**src/hdl/cpf_pkg.sv**
```systemverilog
package cpf_pkg;

   localparam int COORD_WIDTH  = 32;
   localparam int CHARGE_WIDTH = 16;

   localparam int MAG_W   = COORD_WIDTH + 1;        // |second - first|
   localparam int LEN_W   = $clog2(MAG_W + 1);      // bit length of the largest magnitude
   localparam int NORM_W  = 20;                     // normalised magnitude bits
   localparam int S_W     = LEN_W + 1;              // signed normalising shift
   localparam int R2_W    = 2 * NORM_W + 2;         // sum of three squares
   localparam int ROOT_W  = NORM_W + 1;             // floor sqrt of r2
   localparam int DEN_W   = R2_W + ROOT_W;          // r2 * root
   localparam int QUOT_W  = 72;                     // quotient bits per division
   localparam int T_W     = 35;                     // bits of the quotient that can be set
   localparam int SCALE_W = 32;
   localparam int AQ_W    = CHARGE_WIDTH;           // magnitude of one charge
   localparam int CP_W    = 2 * CHARGE_WIDTH - 1;   // product of charge magnitudes
   localparam int TS_W    = T_W + SCALE_W;          // quotient times gain
   localparam int CH_W    = (TS_W + 2) / 3;         // one of three partial product chunks
   localparam int P_W     = 3 * CH_W + CP_W;        // full product
   localparam int K_W     = 7;                      // final shift amount
   localparam int OUT_W   = 48;
   localparam int MAG_OUT = OUT_W - 1;

   localparam int SQRT_STEPS = ROOT_W;
   localparam int DIV_STEPS  = QUOT_W;
   localparam int LANE_DEPTH = 5;

   localparam logic [R2_W-1:0] SQRT_FIRST_BIT = R2_W'(1) << (2 * (SQRT_STEPS - 1));
   localparam logic [SCALE_W-1:0] SCALE_RESET = SCALE_W'(65536);

   typedef struct packed {
      logic [2:0][NORM_W-1:0] e;
      logic [2:0]             sg;
      logic signed [S_W-1:0]  s;
      logic                   coinc;
      logic [CP_W-1:0]        cp;
   } side_type;

   typedef struct packed {
      logic            vld;
      logic [R2_W-1:0] x;
      logic [R2_W-1:0] res;
      logic [R2_W-1:0] stp;
      logic [R2_W-1:0] r2;
      side_type        side;
   } sqrt_type;

   typedef struct packed {
      logic                   vld;
      logic [2:0][DEN_W-1:0]  rem;
      logic [2:0][T_W-1:0]    q;
      logic [DEN_W-1:0]       den;
      side_type               side;
   } div_type;

endpackage

```
**src/hdl/cpf_div_cell.sv**
```systemverilog
module cpf_div_cell
   import cpf_pkg::*;
(
   input  logic    clock,
   input  logic    reset,
   input  logic    en,
   input  div_type d_in,
   output div_type d_out
);

   div_type d_ff, d_in_nxt;
   logic [DEN_W:0] sh [3];
   logic [2:0]     ge;

   // one restoring step for each of the three components
   always_comb begin
      d_in_nxt = d_in;
      for (int i = 0; i < 3; i++) begin
         sh[i] = {d_in.rem[i], 1'b0};
         ge[i] = sh[i] >= {1'b0, d_in.den};
         d_in_nxt.rem[i] = ge[i] ? DEN_W'(sh[i] - {1'b0, d_in.den}) : DEN_W'(sh[i]);
         d_in_nxt.q[i]   = {d_in.q[i][T_W-2:0], ge[i]};
      end
   end

   always_ff @(posedge clock) begin
      if (reset) begin
         d_ff.vld <= 1'b0;
      end else if (en) begin
         d_ff <= d_in_nxt;
      end
   end

   assign d_out = d_ff;

endmodule

```
**config.mk**
```make
export PLATFORM = sky130hd
export DESIGN_NAME = cpf_div_cell
export DESIGN_NICKNAME = d
export VERILOG_FILES = /design/src/hdl/cpf_pkg.sv /design/src/hdl/cpf_div_cell.sv
export SDC_FILE = /design/constraint.sdc
export NUM_CORES = 1
export LEC_CHECK = 0
export ABC_AREA = 0
export BUFFER_PORTS_ARGS = -buffer_cell sky130_fd_sc_hd__buf_2
export CELL_PAD_IN_SITES_DETAIL_PLACEMENT = 1
export CELL_PAD_IN_SITES_GLOBAL_PLACEMENT = 2
export CORE_AREA = 4 4 356 358
export DETAILED_ROUTE_END_ITERATION = 10
export DIE_AREA = 0 0 360 362
export PLACE_DENSITY_LB_ADDON = 0.1
export SLEW_MARGIN = 20
export SYNTH_ARGS = -nofsm -noshare
export SYNTH_HDL_FRONTEND = slang
export SYNTH_SLANG_ARGS = --single-unit
```
**constraint.sdc**
```tcl
create_clock -name clock -period 42.9 [get_ports clock]
set_clock_uncertainty 0.1 [all_clocks]
set_input_delay 10.725 -clock clock [delete_from_list [all_inputs] [get_ports clock]]
set_output_delay 10.725 -clock clock [all_outputs]
set_load 0.005 [all_outputs]
```
==> key figures <==
Hold path
  • Min-delay worst type: reg -> reg

Synth
  • Sequential cell area fraction in the yosys report: 49.9%
  • Syn nets: 3300
  • Synth Warn #: 0
  • Cell Area, Synth: 0.0276 mm2
  • Commonest cells in the netlist: 459 x edfxtp_1, 365 x a21oi_1, 258 x nor2_1, 189 x ha_1, 148 x nand2_1
  • Top-area cell type share of the netlist area: 49.9%
  • Ys flop type: edfxtp_1
  • Yosys reg bits: 460
  • EDFF count, synth: 459
  • Dominant cell type by area after synthesis: edfxtp_1
  • Mapped Avg Cell Area: 10.5 um2
  • Yosys cell types: 79
  • Async SR Flop Fraction: 0%
  • Cells after synthesis: 2645
  • Synth top area cells: edfxtp_1 50%, ha_1 8.6%, a21oi_1 6.6%
  • Cell with the most instances after synthesis: edfxtp_1

CTS
  • Cts hold-fix bufs: 0
  • CTS tree: built
  • CTS buffer count: 61
  • Reg clk slew, reported paths: 0.05 ns
  • Post-CTS Setup Inserts: 0
  • Clock root cell: clkbuf_16
  • Post_cts resized: 0
  • Worst-Skew Late Latency: 0.67 ns
  • CTS Buffer Depth: 3
  • CTS H-tree depth: 2
  • Clk sinks: 460

Timing
  • Max Fclk: 64.7 MHz
  • Final Cycle Share: 36.0%
  • Tmin final: 15.46 ns
  • Normalized max-slew margin: 33.4%
  • Final hold vios: 0
  • Hold_ws: 0.401 ns
  • RSZ-0062 raised after global routing: false
  • Final Setup Violations: 0
  • Setup TNS: 0 ns
  • Slew @ Worst Pin: 0.999 ns
  • Final slew viol count: 0
  • Final WS setup: 27.44 ns

Setup path
  • Largest delay share family, worst path: compound AO/OA/AOI/OAI gates
  • Worst path slowest cell: buf_4
  • CP cell instances: buf_2 -> inv_1 -> fa_1 -> a211oi_1 -> o21bai_1 -> a21oi_1 -> o221ai_2 -> o21ai_1 -> a2111oi_0 -> nor3_1 -> o41a_1 -> clkinv_2 -> buf_4 -> mux2_2
  • Crit path DAT: 15.76 ns
  • Crit start category: input port
  • CP max stage delay: 0.70 ns
  • WP buf/inv: 4
  • Crit path max fanout: 75
  • WP data required: 43.21 ns
  • Nature of the critical path endpoint: flop
  • Crit Path Class: in -> reg

Status
  • Status: finished, final reports clean

Global routing
  • Total Routing Usage GR: 21.2%
  • Initial antenna violation count: 58
  • Vias in the first global route: 26057
  • First-pass GRT wire length: 200000 um
  • Grt ovf: 0
  • Largest net degree at the start of global routing: 116

Placed design
  • Area after DPL: 0.0339 mm2
  • Cells after DPL: 5093
  • Buffers on Ports: 919
  • Pre-CTS setup slack: 26.72 ns
  • Routability cong.: 0.868
  • DP Wirelength: 123000 um

Power and ir drop
  • Switching part of the total power: 31.0%
  • Tot Pwr: 1.43 mW
  • Lkg Pwr: 15.1 nW
  • Internal: 0.987 mW
  • Switching power total: 0.442 mW
  • Clock Power Share: 36.6%
  • Max VDD drop: 0.0308 mV
  • Sequential share of power: 38.9%
  • Combinational Power Share: 24.6%
  • PwrDens: 39.8 mW/mm2

Die
  • Initial Util: 22.4%
  • Row count: 129
  • Core area: 0.123 mm2
  • Die area: 0.130 mm2
  • I/O pin count: 923
  • Vert. Die Dim: 362 um
  • Die span in x: 360 um

Route
  • Via count: 24879
  • DRT Pass-1 Iters: 5
  • Drt initial violations: 1428
  • Vias per inst: 4.77
  • DRT antenna net count: 0
  • DRC viols: 0
  • WL/cell: 27.8 um
  • Routed wire length: 145000 um

Job
  • Max cap viols: 0

Final layout
  • Final non-filler cell total: 5221
  • Largest register FFs: 460
  • Final net count: 4174
  • P&R area growth vs syn: 30.0%
  • Post-layout instance area: 0.0359 mm2
  • Fin util: 29.1%
  • Share of cells above drive strength 1: 30.8%
[kinds of logic (layout without fill, tap and decap cells)]
family                     Yosys count  count (layout)  synth area share, %
and+or+nand+nor                    684             684                 11.7
AOI/OAI and AO/OA                  849             849                 19.0
DFF                                460             460                 49.9
muxes                               41              41                 1.65
adders and majority gates          192             192                 8.77
xor gates and xnor gates           166             166                 5.26
other                                0              19                    0
buffers and inverters              253            1173                 3.73
[final timing paths]
kind	from	endpoint	slack, ns	cells after the start
setup / recovery	d_in[102]	d_out[407]	27.44	14
hold / removal	d_out[459]	d_out[459]	0.40	2
setup reg to reg	d_out[459]	d_out[459]	42.21	2
hold reg to reg	d_out[459]	d_out[459]	0.40	2
[placed cells by master, fill, tap and decap left out, drive strengths merged, types with 37 or more instances in the layout]
cell / instances
ha: 189
o21bai: 57
nor2: 258
nor3: 39
edfxtp: 459
a21oi: 379
buf: 932
mux2: 37
nand4: 76
xor2: 63
a21o: 107
inv: 135
xnor2: 103
nand2: 148
o21ai: 133
clkbuf: 74
[tightest hold or removal path: stages (launching register included)]
cell     delay (ns)
dfxtp_1        0.32
mux2i_1        0.07
nor2_1         0.07
[power by group through the flow]
stage	Combinational, mW	Clock (mW)	Sequential [mW]
2_1_floorplan	0.190	0	0.584
3_3_place_gp	0.355	0	0.565
3_5_place_dp	0.356	0	0.565
4_1_cts	0.359	0.543	0.556
5_1_grt	0.385	0.562	0.559
6_report	0.351	0.523	0.556
[per-layer routing]
layer,routed length [um],track usage (%),vias up
met3,7230,4.44,173
met2,75300,39.2,664
li1,-,-,11678
met1,59400,25.4,12340
met5,166,0,-
met4,3060,4.54,24
[area by class of cell]
type / count / area (um2)
fill: 14247 / 87400
sequential: 460 / 13800
multi-input combinational: 1932 / 12800
timing repair buffer: 932 / 4710
tap: 1637 / 2050
clock buffer: 74 / 1580
inverter: 132 / 497
clock inverter: 35 / 422
antenna: 19 / 47.5
(Power assumes the default switching activity.)
