===== config.mk =====
export PLATFORM = sky130hd
export DESIGN_NAME = cpf_sqrt_cell
export DESIGN_NICKNAME = d
export VERILOG_FILES = /design/src/hdl/cpf_pkg.sv /design/src/hdl/cpf_sqrt_cell.sv
export SDC_FILE = /design/constraint.sdc
export NUM_CORES = 1
export LEC_CHECK = 0
export ABC_CLOCK_PERIOD_IN_PS = 14150
export BUFFER_PORTS_ARGS = -buffer_cell sky130_fd_sc_hd__buf_2
export CORE_AREA = 2 2 309 158
export DETAILED_ROUTE_END_ITERATION = 8
export DIE_AREA = 0 0 311 160
export GPL_TIMING_DRIVEN = 0
export MAX_ROUTING_LAYER = met4
export PLACE_DENSITY = 0.64
export SLEW_MARGIN = 20
export SYNTH_ARGS = -nofsm -noshare
export SYNTH_HDL_FRONTEND = slang
export SYNTH_SLANG_ARGS = --single-unit
export TNS_END_PERCENT = 100

===== constraint.sdc =====
create_clock -name clock -period 14.15 [get_ports clock]
set_input_delay 2.1225 -clock clock [delete_from_list [all_inputs] [get_ports clock]]
set_output_delay 2.1225 -clock clock [all_outputs]
set_load 0.005 [all_outputs]

===== src/hdl/cpf_pkg.sv =====
package cpf_pkg;

   localparam int COORD_WIDTH  = 32;
   localparam int CHARGE_WIDTH = 16;

   localparam int MAG_W   = COORD_WIDTH + 1;        // |second - first|
   localparam int LEN_W   = $clog2(MAG_W + 1);      // bit length of the largest magnitude
   localparam int NORM_W  = 20;                     // normalised magnitude bits
   localparam int S_W     = LEN_W + 1;              // signed normalising shift
   localparam int R2_W    = 2 * NORM_W + 2;         // sum of three squares
   localparam int ROOT_W  = NORM_W + 1;             // floor sqrt of r2
   localparam int DEN_W   = R2_W + ROOT_W;          // r2 * root
   localparam int QUOT_W  = 72;                     // quotient bits per division
   localparam int T_W     = 35;                     // bits of the quotient that can be set
   localparam int SCALE_W = 32;
   localparam int AQ_W    = CHARGE_WIDTH;           // magnitude of one charge
   localparam int CP_W    = 2 * CHARGE_WIDTH - 1;   // product of charge magnitudes
   localparam int TS_W    = T_W + SCALE_W;          // quotient times gain
   localparam int CH_W    = (TS_W + 2) / 3;         // one of three partial product chunks
   localparam int P_W     = 3 * CH_W + CP_W;        // full product
   localparam int K_W     = 7;                      // final shift amount
   localparam int OUT_W   = 48;
   localparam int MAG_OUT = OUT_W - 1;

   localparam int SQRT_STEPS = ROOT_W;
   localparam int DIV_STEPS  = QUOT_W;
   localparam int LANE_DEPTH = 5;

   localparam logic [R2_W-1:0] SQRT_FIRST_BIT = R2_W'(1) << (2 * (SQRT_STEPS - 1));
   localparam logic [SCALE_W-1:0] SCALE_RESET = SCALE_W'(65536);

   typedef struct packed {
      logic [2:0][NORM_W-1:0] e;
      logic [2:0]             sg;
      logic signed [S_W-1:0]  s;
      logic                   coinc;
      logic [CP_W-1:0]        cp;
   } side_type;

   typedef struct packed {
      logic            vld;
      logic [R2_W-1:0] x;
      logic [R2_W-1:0] res;
      logic [R2_W-1:0] stp;
      logic [R2_W-1:0] r2;
      side_type        side;
   } sqrt_type;

   typedef struct packed {
      logic                   vld;
      logic [2:0][DEN_W-1:0]  rem;
      logic [2:0][T_W-1:0]    q;
      logic [DEN_W-1:0]       den;
      side_type               side;
   } div_type;

endpackage


===== src/hdl/cpf_sqrt_cell.sv =====
module cpf_sqrt_cell
   import cpf_pkg::*;
(
   input  logic     clock,
   input  logic     reset,
   input  logic     en,
   input  sqrt_type d_in,
   output sqrt_type d_out
);

   sqrt_type d_ff, d_in_nxt;
   logic [R2_W-1:0] trial;
   logic take;

   // one step of the bit-by-bit root
   always_comb begin
      trial    = d_in.res + d_in.stp;
      take     = d_in.x >= trial;
      d_in_nxt = d_in;
      d_in_nxt.stp = d_in.stp >> 2;
      if (take) begin
         d_in_nxt.x   = d_in.x - trial;
         d_in_nxt.res = (d_in.res >> 1) + d_in.stp;
      end else begin
         d_in_nxt.res = d_in.res >> 1;
      end
   end

   always_ff @(posedge clock) begin
      if (reset) begin
         d_ff.vld <= 1'b0;
      end else if (en) begin
         d_ff <= d_in_nxt;
      end
   end

   assign d_out = d_ff;

endmodule


==> results.cfg <==
[detailed_routing]
vias = 13460
drc = 0
post_drt_wl_per_cell_um = 20.6
ant_nets = 0
drt-initial-drc-count = 1507
vias_per_cell = 5.15
dr.pass1.iters = 5
totalWireLength_mm = 54.0

[setup_path]
critPathLaunchType = primary input
r2r_cells = 2
cp.required_ps = 14400
endpoint_kind = flop
crit_fanout = 10
arrival_ps = 8170
critPathKind = primary input to flop

[global_route]
grt_usage_pct = 21.5
grt_pass1_vias = 12788
grt_pass1_wl_mm = 79.1
antenna_found_initial = 6
grt-ovfl-total = 0
grt_max_degree = 34

[pwr]
p_total_mw = 2.60
switching_share_pct = 33.8
peakVddDrop_mv = 0.0781
net-switching-power_mw = 0.878
leakagePower_nw = 8.58
pwr-share-seq_pct = 38.6
p_comb_share_pct = 34.1
powerDensity_nw_per_um2 = 130
p_int_mw = 1.72
clkPwrFrac_pct = 27.3

[timing]
fin_crit_ps = 7920
finalHoldViolCount = 0
setup-tns-final_ps = 0
slew_headroom_pct = 52.6
whs_ps = 521
maxSlewViolCount = 0
tightest_slew_ps = 711
setup_viol = 0
finalClockSkew_ps = 0
fin_crit_sh_pct = 56.0
rsz0062_at_grt = false
clock.fmax_ghz = 0.126

[die]
die_y_um = 160
rows = 57
ios = 545
dieArea_um2 = 49800
die_w_um = 311
core-area_um2 = 47500
start_util_pct = 32.4

[final_layout]
multi_input_area_um2 = 7020
area_growth_pct = 29.9
instances_no_fill = 2615
final_util_pct = 42.2
regArea_um2 = 8070
fill_cells = 4605
nets = 2345
layout-drive-gt1-share_pct = 31.8
largest_register_ffs = 269

[clocking]
cts_buffers = 26
cts_tree = built
root_buffer = clkbuf_16
post_cts_buffers = 0
clock_latency_ps = 550
cts.path.max_buffers = 3
post_cts_resized = 0
path_clk_slew_ps = 60
numClockSinks = 269
hold_buffers = 0
cts-htree-levels = 1

[synthesis]
ys_warn_count = 0
synth_area_um2 = 15400
synthCells = 1363
synth-edff-count = 268
synthArstFlopShare_pct = 0
ys.flop_type = edfxtp_1
synth-seq-area-share_pct = 52.3
syn_avg_cell_area_um2 = 11.3
ys_seq_elements = 269
synth.lib_cells_used.distinct = 75

[place]
gp_congestion = 0.922
dpl.cell_count = 2565
place_hpwl_mm = 44.0
portBuffers = 542

[min_path]
hp-class = flop to flop
min_path_cells = 2

[outcome]
status = finished, final reports clean

[flow_run]
cap_viol_max_count = 0
Yosys cell counts, types with 9 or more instances:
| cell type | count | area, um2 |
|---|---|---|
| a21o_1 | 57 | 428 |
| a21oi_1 | 120 | 601 |
| a31oi_1 | 11 | 68.8 |
| buf_4 | 11 | 82.6 |
| clkbuf_1 | 21 | 78.8 |
| edfxtp_1 | 268 | 8050 |
| ha_1 | 124 | 1550 |
| inv_1 | 43 | 161 |
| nand2_1 | 147 | 552 |
| nand2b_1 | 9 | 56.3 |
| nand3_1 | 24 | 120 |
| nand4_1 | 14 | 87.6 |
| nor2_1 | 64 | 240 |
| nor2b_1 | 14 | 87.6 |
| nor3_1 | 10 | 50.1 |
| o211ai_1 | 10 | 75.1 |
| o21a_1 | 14 | 105 |
| o21ai_0 | 58 | 290 |
| o21ai_1 | 85 | 425 |
| o21bai_1 | 16 | 120 |
| o31ai_1 | 9 | 67.6 |
| xnor2_1 | 62 | 543 |
| xor2_1 | 53 | 464 |
layout make-up:
class	count	share of cell area, %
Antenna cell	2	0.0250
Buffer	33	0.862
Clock buffer	29	3.31
Clock inverter	19	0.919
Inverter	43	0.806
Multi-Input combinational cell	1019	35.1
Sequential cell	269	40.3
Tap cell	649	4.06
Timing Repair Buffer	552	14.7
critical path, stage by stage:
cell and delay (ps):
buf_2 110, ha_1 240, fa_1 420, a21o_1 200, a21oi_1 260, o21ai_0 190
a41oi_1 380, a21oi_1 190, o211ai_1 400, o31ai_1 180, a221oi_1 330, o21ba_1 180
xnor2_1 150, ha_1 310, clkbuf_1 330, nand3_1 140, nor2_1 140, nand2_1 100
nor3_1 390, nand4_1 240, o211ai_1 220, o22ai_4 230, buf_4 280, buf_4 210
nand2_1 70, o21ai_1 140
worst paths after layout:
| path | start | endpoint | slack [ps] |
|---|---|---|---|
| worst max register to register | d_out[270]$_SDFFE_PP0P_ | d_out[270]$_SDFFE_PP0P_ | 13540 |
| worst min register to register | d_out[270]$_SDFFE_PP0P_ | d_out[270]$_SDFFE_PP0P_ | 520 |
| worst max-delay path | d_in[144] | d_out[254]$_DFFE_PP_ | 6230 |
| worst min-delay path | d_out[270]$_SDFFE_PP0P_ | d_out[270]$_SDFFE_PP0P_ | 520 |
power by group through the flow:
stage               registers, mW  clock network (mW)  logic, mW
floorplan                    1.04                   0      0.529
global placement             1.03                   0      0.860
detailed placement           1.02                   0      0.873
CTS                          1.00               0.734      0.879
global route                 1.01               0.761      0.972
finish                       1.00               0.707      0.886
stage by stage:
stage / setup slack [ps] / instance area, um2
after floorplan: 4610 / 15400
after global routing: 5910 / 20000
after global placement: 1650 / 18900
final: 6230 / 20000
after CTS: 6370 / 20000
after detailed placement: 5740 / 19200
cells in the final DEF, fill, tap and decap left out, types with 11 or more instances in the layout:
master	Yosys	layout
edfxtp_1	268	268
nor2b_1	14	13
clkbuf_1	21	24
o21ai_1	85	85
nand2_1	147	147
nor2_1	64	64
o21bai_1	16	16
o21a_1	14	14
buf_2	0	542
nand3_1	24	24
o21ai_0	58	58
xor2_1	53	53
inv_1	43	43
a31oi_1	11	11
a21oi_1	120	120
buf_4	11	11
xnor2_1	62	62
clkbuf_16	0	26
nand4_1	14	14
ha_1	124	124
a21o_1	57	57
logic make-up (layout without fill, tap and decap cells):
kind of cell | after synthesis | after routing | synth area share (%)
AOI/OAI and AO/OA | 444 | 444 | 18.3
xor gates and xnor gates | 115 | 115 | 6.54
and+or+nand+nor | 325 | 325 | 9.70
buffers and inverters | 76 | 676 | 2.17
muxes | 6 | 6 | 0.430
adders and majority gates | 127 | 127 | 10.5
DFF | 269 | 269 | 52.3
other | 1 | 4 | 0.0243
metal layers:
layer  GRT usage (%)  wire (um)  vias up
met5               -          0        -
met4            5.45       1600        0
met3            4.51       3800       81
met2            32.1      23600      586
met1            29.9      25000     6449
li1                -          -     6344
(Power assumes the default switching activity.)
